## src/rtl/pli_pkg.sv

```systemverilog
// Shared constants, codes and command/status types for the posting list intersect block.
`default_nettype none
package pli_pkg;

  localparam int MAX_TERMS_DEF  = 4;
  localparam int LIST_DEPTH_DEF = 64;
  localparam int DOC_BITS_DEF   = 24;

  localparam int DOC_PORT_W = 24;
  localparam int WEIGHT_W   = 16;
  localparam int NUM_WOUT   = 4;
  localparam int TC_W       = 3;
  localparam int N_W        = 4;

  localparam logic [1:0] KIND_LOAD  = 2'd0;
  localparam logic [1:0] KIND_CLEAR = 2'd1;
  localparam logic [1:0] KIND_RUN   = 2'd2;

  localparam logic [1:0] ST_MATCH = 2'd0;
  localparam logic [1:0] ST_EMPTY = 2'd1;
  localparam logic [1:0] ST_NONE  = 2'd2;

  typedef struct packed {
    logic load;
    logic clear;
    logic init;
    logic empty;
    logic step;
    logic finish;
  } pli_cmd_t;

  typedef struct packed {
    logic any_empty;
    logic exhausted;
  } pli_stat_t;

endpackage
`default_nettype wire

```

## src/rtl/pli_ctrl.sv

```systemverilog
// Controller state machine: decodes items and sequences the list walk.
`default_nettype none
module pli_ctrl (
  input  logic             clk,
  input  logic             rst,
  input  logic             start,
  input  logic [1:0]       kind,
  input  pli_pkg::pli_stat_t stat,
  output logic             busy,
  output pli_pkg::pli_cmd_t  cmd
);
  import pli_pkg::*;

  localparam logic [1:0] S_IDLE = 2'd0;
  localparam logic [1:0] S_READ = 2'd1;
  localparam logic [1:0] S_CMP  = 2'd2;

  logic [1:0] state;
  logic [1:0] state_next;

  assign busy = (state != S_IDLE);

  always_comb begin
    state_next = state;
    cmd        = '0;
    case (state)
      S_IDLE: begin
        if (start) begin
          case (kind)
            KIND_LOAD:  cmd.load  = 1'b1;
            KIND_CLEAR: cmd.clear = 1'b1;
            KIND_RUN: begin
              if (stat.any_empty) begin
                cmd.empty = 1'b1;
              end else begin
                cmd.init   = 1'b1;
                state_next = S_READ;
              end
            end
            default: ;
          endcase
        end
      end
      S_READ: begin
        // heads are being read this cycle; stop once any active list runs out
        if (stat.exhausted) begin
          cmd.finish = 1'b1;
          state_next = S_IDLE;
        end else begin
          state_next = S_CMP;
        end
      end
      S_CMP: begin
        cmd.step   = 1'b1;
        state_next = S_READ;
      end
      default: state_next = S_IDLE;
    endcase
  end

  always_ff @(posedge clk) begin
    if (rst) begin
      state <= S_IDLE;
    end else begin
      state <= state_next;
    end
  end

endmodule
`default_nettype wire

```

## config.mk

```make
export PLATFORM = sky130hd
export DESIGN_NAME = pli_ctrl
export DESIGN_NICKNAME = d
export VERILOG_FILES = /design/src/rtl/pli_pkg.sv /design/src/rtl/pli_ctrl.sv
export SDC_FILE = /design/constraint.sdc
export NUM_CORES = 1
export LEC_CHECK = 0
export ABC_AREA = 1
export CELL_PAD_IN_SITES_DETAIL_PLACEMENT = 2
export CELL_PAD_IN_SITES_GLOBAL_PLACEMENT = 2
export CORE_AREA = 2 2 39 41
export CTS_CLUSTER_SIZE = 14
export DETAILED_ROUTE_END_ITERATION = 8
export DIE_AREA = 0 0 41 43
export DONT_BUFFER_PORTS = 1
export PLACE_DENSITY_LB_ADDON = 0.2
export SYNTH_ARGS = -nofsm -noshare
export SYNTH_HDL_FRONTEND = slang
export SYNTH_SLANG_ARGS = --single-unit
```

## constraint.sdc

```tcl
create_clock -name clk -period 1.3 [get_ports clk]
set_input_delay 0.26 -clock clk [delete_from_list [all_inputs] [get_ports clk]]
set_output_delay 0.26 -clock clk [all_outputs]
set_load 0.01 [all_outputs]
```

### Word-level counts from Yosys, hierarchy flattened

Cells that the tools add are included.
W data, S select, Z words.

| operators by class | value |
|---|---|
| equal/unequal tests | 7 |
| mux-type cells | 15 |
| reduce and logical (&&, ||, !) cells | 4 |

Operators by type and width:

| cell | number |
|---|---|
| $mux W2 | 5 |
| $mux W4 | 2 |
| $mux W1 | 7 |
| $pmux W2 S3 | 1 |
| $eq A2 B1 Y1 const B | 2 |
| $eq A2 B2 Y1 const B | 2 |
| $logic_not A2 Y1 | 2 |
| $ne A2 B2 Y1 const B | 2 |
| $reduce_and A3 Y1 | 1 |
| $ne A2 B1 Y1 const B | 1 |
| $reduce_bool A2 Y1 | 1 |

| storage, ports and cells | value |
|---|---|
| flip-flop bits (word level) | 2 |
| bits of input ports | 7 |
| output and inout bits | 7 |
| logic and storage cells | 27 |

### Logic depth before layout (Yosys ltp)

Gate-level depths: netlist (run 1).

| logic depth | value |
|---|---|
| word-level depth | 4 |
| mapped depth | 4 |
| depth with buffers taken out | 4 |

### Worst setup path before layout (run 1)

OpenSTA, ideal clock, no wires.

| timing | value |
|---|---|
| path type | reg2out |
| start | register state[0] |
| end | output cmd[5] (netlist name) |
| data arrival time | 0.924 ns |
| required time | 1.040 ns |
| slack | 0.116 ns |
| cell stages (with the launch flop) | 4 |
| buffers on the path | 1 |
| cells stage by stage | dfxtp_1 -> or2_1 -> clkbuf_2 -> nor3_1 |

RTL lines:

| item | RTL line | text |
|---|---|---|
| from (decl) | pli_ctrl.sv:18 | `logic [1:0] state;` |
| from (signal assigned) | pli_ctrl.sv:65 | `state <= state_next;` |
| to (decl) | pli_ctrl.sv:10 | `output pli_pkg::pli_cmd_t cmd` |

==> flow_summary.toml, run 1 <==
[worst_setup_path]
critPathMaxFanout = 5
start_kind = "flip-flop"
path_delay_family = "simple AND/OR/NAND/NOR gates"
end_kind = "primary output"
cp_num_buf_inv = 1
path_cells = "or2_4 > nor3_4 > buf_6"
cp.required_ns = 1.04
arrival_ns = 1.08
critPathMaxStageDelay_ns = 0.31
cpMaxStageDelayCell = "dfxtp_2"
crit_type = "flip-flop to primary output"

[cts]
post_cts_buffers = 0
cts_inserted_buffers = 3
cts_max_path_buffers = 2
htree_num_levels = 1
clk_latency_ns = 0.22
cts_tree = "built"
clk_transition_reported_paths_ns = 0.03
clock-sinks = 2
cts-root-buf = "clkbuf_4"

[run_status]
status = "finished with violations"
violations = "setup timing"

[place]
port-buffer-count = 0
dpl.cell_count = 39
routabilityCongestion = 0.5593
dp_slack_ns = 0.07256
dp_hpwl_um = 390.4

[floorplanning]
die_height_um = 43
die_area_sq_um = 1763
ios = 14
start_util = 0.1004
rows = 14
die_w_um = 41
core_area_sq_um = 1384

[route]
dr.pass1.iters = 2
drtIter0Drc = 1
ant_nets = 0
via_count = 156
avgRoutedWirePerCell_um = 11.05
drt-vias-per-instance = 3.714
routed_wl_um = 464
drc = 0

[global_routing]
globalRoute.totalOverflow = 0
antenna_found_initial = 0
grt_pass1_wl_um = 710
grt_pass1_vias = 183
track_usage = 0.06607
grt_max_degree = 6

[finish]
fillers = 170
largest_registers = "state (2)"
fin_nets = 35
multi_input_area_sq_um = 98.84
largest_reg_flops = 2
regMostFlops = "state"
regArea_sq_um = 42.54
instances_no_fill = 42
antenna_cells = 0
drive_above_1_share = 0.3462
area_growth_pct = 51.35

[synth]
yosysTopAreaCell = "dfxtp_1"
synth_commonest_cells = "6 x nor2_1, 4 x inv_1, 3 x nand2_1"
synth_xor_area_frac = 0
synth_top_cell_area_share = 0.2883
synth_top_family_by_area = "simple AND/OR/NAND/NOR gates"
syn_area_sq_um = 138.9
synth_fa_ha_area_frac = 0
synthSimpleGateAreaFrac = 0.5315
ys_warn_count = 0
synth_ff_type = "dfxtp_1"
synth_top_cells_by_area = "dfxtp_1 29%, nor2_1 16%, inv_1 11%"
yosys.cell_count.top_type = "nor2_1"
synth_mux_area_frac = 0
synthCells = 23
synth_cell_types = 10
syn-mean-instance-area_sq_um = 6.038
synth_nets = 30
async_reset_ff_frac = 0
ys_seq_area_frac = 0.2883
synth_compound_area_frac = 0.03604
yosys_register_bits = 2
synth_edf_count = 0

[sta]
worst_slack_ns = -0.04106
rsz0062_at_grt = "true"
hold_viol_final = 0
hold_ws_ns = 0.1064
finClkSkew_ns = 0.001898
period_share = 1.032
max-slew-margin-rel = 0.8378
max_freq_mhz = 745.7
finalCriticalPeriod_ns = 1.341
tightest_slew_ns = 0.2424
slew_viol_final = 0
setup_violations = 2

[power]
power_density_nw_per_um2 = 1062
power.total_w = 0.0002232
p_leak_nw = 0.09333
vdd_ir_drop_max_mv = 0.3624

[run]
cap_violations = 0

[min_path]
min_path_type = "input port to flip-flop"
[metrics by stage]
step	instance area [sq um]	TNS (ns)	utilization
2_1_floorplan	138.9	0	-
3_3_place_gp	161.4	0	0.1166
3_5_place_dp	161.4	0	0.1166
4_1_cts	200.2	-0.09670	0.1447
5_1_grt	210.2	-0.2459	0.1519
6_report	210.2	-0.04995	0.1519
[worst register-to-register path, cell delays in order, from the launching register on]
cell and delay [ns]:
dfxtp_2 0.32, or2_1 0.22, a21oi_1 0.11
[power breakdown]
part | switching, W | internal, W
logic | 0.0000144 | 0.0000117
clock network | 0.0000320 | 0.000102
registers | 0.000000702 | 0.0000629
[routing by layer]
metal / part of all wire / global-route usage
met5: 0 / 0
met3: 0.086 / 0.01571
met1: 0.30 / 0.05414
met2: 0.61 / 0.1063
met4: 0 / 0.08000
[final timing paths]
check                start  endpoint  slack [ns]  cells after the start
setup / recovery  state[1]    cmd[5]       -0.04                      3
hold reg to reg   state[0]  state[1]        0.49                      2
setup reg to reg  state[0]  state[0]        0.58                      2
hold / removal         rst  state[1]        0.11                      1
[cell families after synthesis]
kind of cell | Yosys count
and+or+nand+nor | 15
DFF | 2
AOI/OAI and AO/OA | 1
buffers and inverters | 5
[placed cells by master (no fill, tap or decap)]
master    count
or2_4         1
nor3_1        1
nor3_4        1
nand2_1       3
buf_6         1
nor2_1        6
clkbuf_4      3
inv_1         4
a21oi_1       1
nor3b_4       1
dfxtp_2       2
or2_1         1
nand3_1       1
[cell type report]
class                           count  area share
Inverter                            4     0.07143
Clock buffer                        3      0.1071
Multi-Input combinational cell     16      0.4702
Sequential cell                     2      0.2024
Tap cell                           16     0.09524
Timing Repair Buffer                1     0.05357
[timing repair]
action / in CTS / in global routing
pin swaps: 1 / 1
setup endpoints to repair: 4 / 4
gates resized for setup: 5 / 2
hold buffers: 0 / 0
gates cloned: 0 / 0
No activity file was read; power rests on OpenSTA's default activity.
==> run 2: changes to the inputs <==
BUFFER_PORTS_ARGS = -buffer_cell sky130_fd_sc_hd__buf_2   (was unset)
DONT_BUFFER_PORTS = unset   (was 1)
==> flow_summary.toml, run 2 (synthesis gave the netlist of run 1 again) <==
[run_status]
status = "finished with violations"
violations = "setup timing"

[cts]
htree_num_levels = 1
clk_latency_ns = 0.22
cts-root-buf = "clkbuf_4"
clk_transition_reported_paths_ns = 0.03
cts_tree = "built"
post_cts_buffers = 0
cts_inserted_buffers = 3
cts_max_path_buffers = 2
holdBufCountCts = 0
clock-sinks = 2

[finish]
most-common-layout-cells = "13 x buf_2, 6 x nor2_1, 4 x inv_1"
area_growth_pct = 77.48
fin_util = 0.1781
largest_registers = "state (2)"
fin_nets = 47
drive_above_1_share = 0.5263
final_common_cell = "buf_2"
largest_reg_flops = 2
regMostFlops = "state"
fin_area_sq_um = 246.5
antenna_cells = 0

[sta]
max-slew-margin-rel = 0.8948
slew_viol_final = 0
fin_tns_setup_ns = -0.1238
hold_viol_final = 0
worst_slack_ns = -0.06669
finalCriticalPeriod_ns = 1.367
rsz0062_at_grt = "true"
hold_ws_ns = 0.2110
setup_violations = 3
max_freq_mhz = 731.7
period_share = 1.051
finClkSkew_ns = 0.003437
tightest_slew_ns = 0.1566

[floorplanning]
core_area_sq_um = 1384
die_height_um = 43
die_w_um = 41
ios = 14
start_util = 0.1004
die_area_sq_um = 1763
rows = 14

[power]
vdd_ir_drop_max_mv = 0.5176
power_density_nw_per_um2 = 954.5
p_leak_nw = 0.1436

[global_routing]
gr-usage-met2 = 0.1219
antenna_found_initial = 0
use_met3 = 0.06283
track_usage = 0.07808
grt_util_met1 = 0.05732
globalRoute.totalOverflow = 0
gr-max-usage-layer = "met2"
grt_max_degree = 6
grt_pass1_wl_um = 821
grt_pass1_vias = 209

[route]
routed_wl_um = 548
drtIter0Drc = 1
avgRoutedWirePerCell_um = 10.15
dr.pass1.iters = 2
via_count = 202
drt-vias-per-instance = 3.741
drc = 0
ant_nets = 0

[worst_setup_path]
critPathMaxFanout = 5
r2r_start = "state[0]"
end_kind = "primary output"
cp.required_ns = 1.04
arrival_ns = 1.11
crit_type = "flip-flop to primary output"
start_kind = "flip-flop"
startpoint = "state[1]"

[place]
dp_hpwl_um = 490.7
place_area_sq_um = 219.0
port-buffer-count = 13
routabilityCongestion = 0.5493

[run]
cap_violations = 0

[min_path]
min_path_type = "input port to flip-flop"
min_from = "rst"
run 2: changes by cell type in the layout (fill, tap and decap cells not counted):
cell / change
buf_6: -1
nor3_4: -1
nor3b_2: +1
nor3b_4: -1
buf_2: +13
nor3_1: +1
run 2: repair_timing:
action                                  CTS  global route
endpoints found under the setup margin    4             4
pin swaps                                 0             1
resized for setup                         3             0
run 2: layout make-up:
| class | instances | area (sq um) |
|---|---|---|
| tap | 16 | 20.02 |
| inverter | 4 | 15.01 |
| fill | 177 | 1137 |
| sequential | 2 | 42.54 |
| clock buffer | 3 | 22.52 |
| timing repair buffer | 13 | 65.06 |
| multi-input combinational | 16 | 81.33 |
run 2: worst paths after layout:
kind / cells past startpoint / slack, ns / to
hold / removal: 2 / 0.21 / state[1]
setup / recovery: 3 / -0.07 / cmd[4]
hold reg to reg: 2 / 0.50 / state[1]
setup reg to reg: 2 / 0.56 / state[0]
run 2: stage by stage:
stage,std cells,total power (W),setup WS (ns)
after floorplan,23,0.00008019,0.1155
after global placement,51,0.00009754,0.1650
after detailed placement,51,0.0001001,0.1165
after CTS,54,0.0002451,-0.08549
after global routing,54,0.0002566,-0.1204
final,54,0.0002353,-0.06669
run 2: layer usage:
metal / routed length, um / part of all wire
met5: 0 / 0
met3: 55 / 0.10
met4: 8 / 0.015
met2: 294 / 0.54
met1: 190 / 0.35
run 2: where the power goes:
part           internal, W  switching (W)
Sequential       0.0000629    0.000000700
Combinational    0.0000167      0.0000189
Clock             0.000102      0.0000343
Total             0.000181      0.0000539
run 2: worst max-delay path, stage by stage (launching register included):
cell,delay [ns]
dfxtp_2,0.31
or2_4,0.27
nor3b_2,0.16
buf_2,0.15
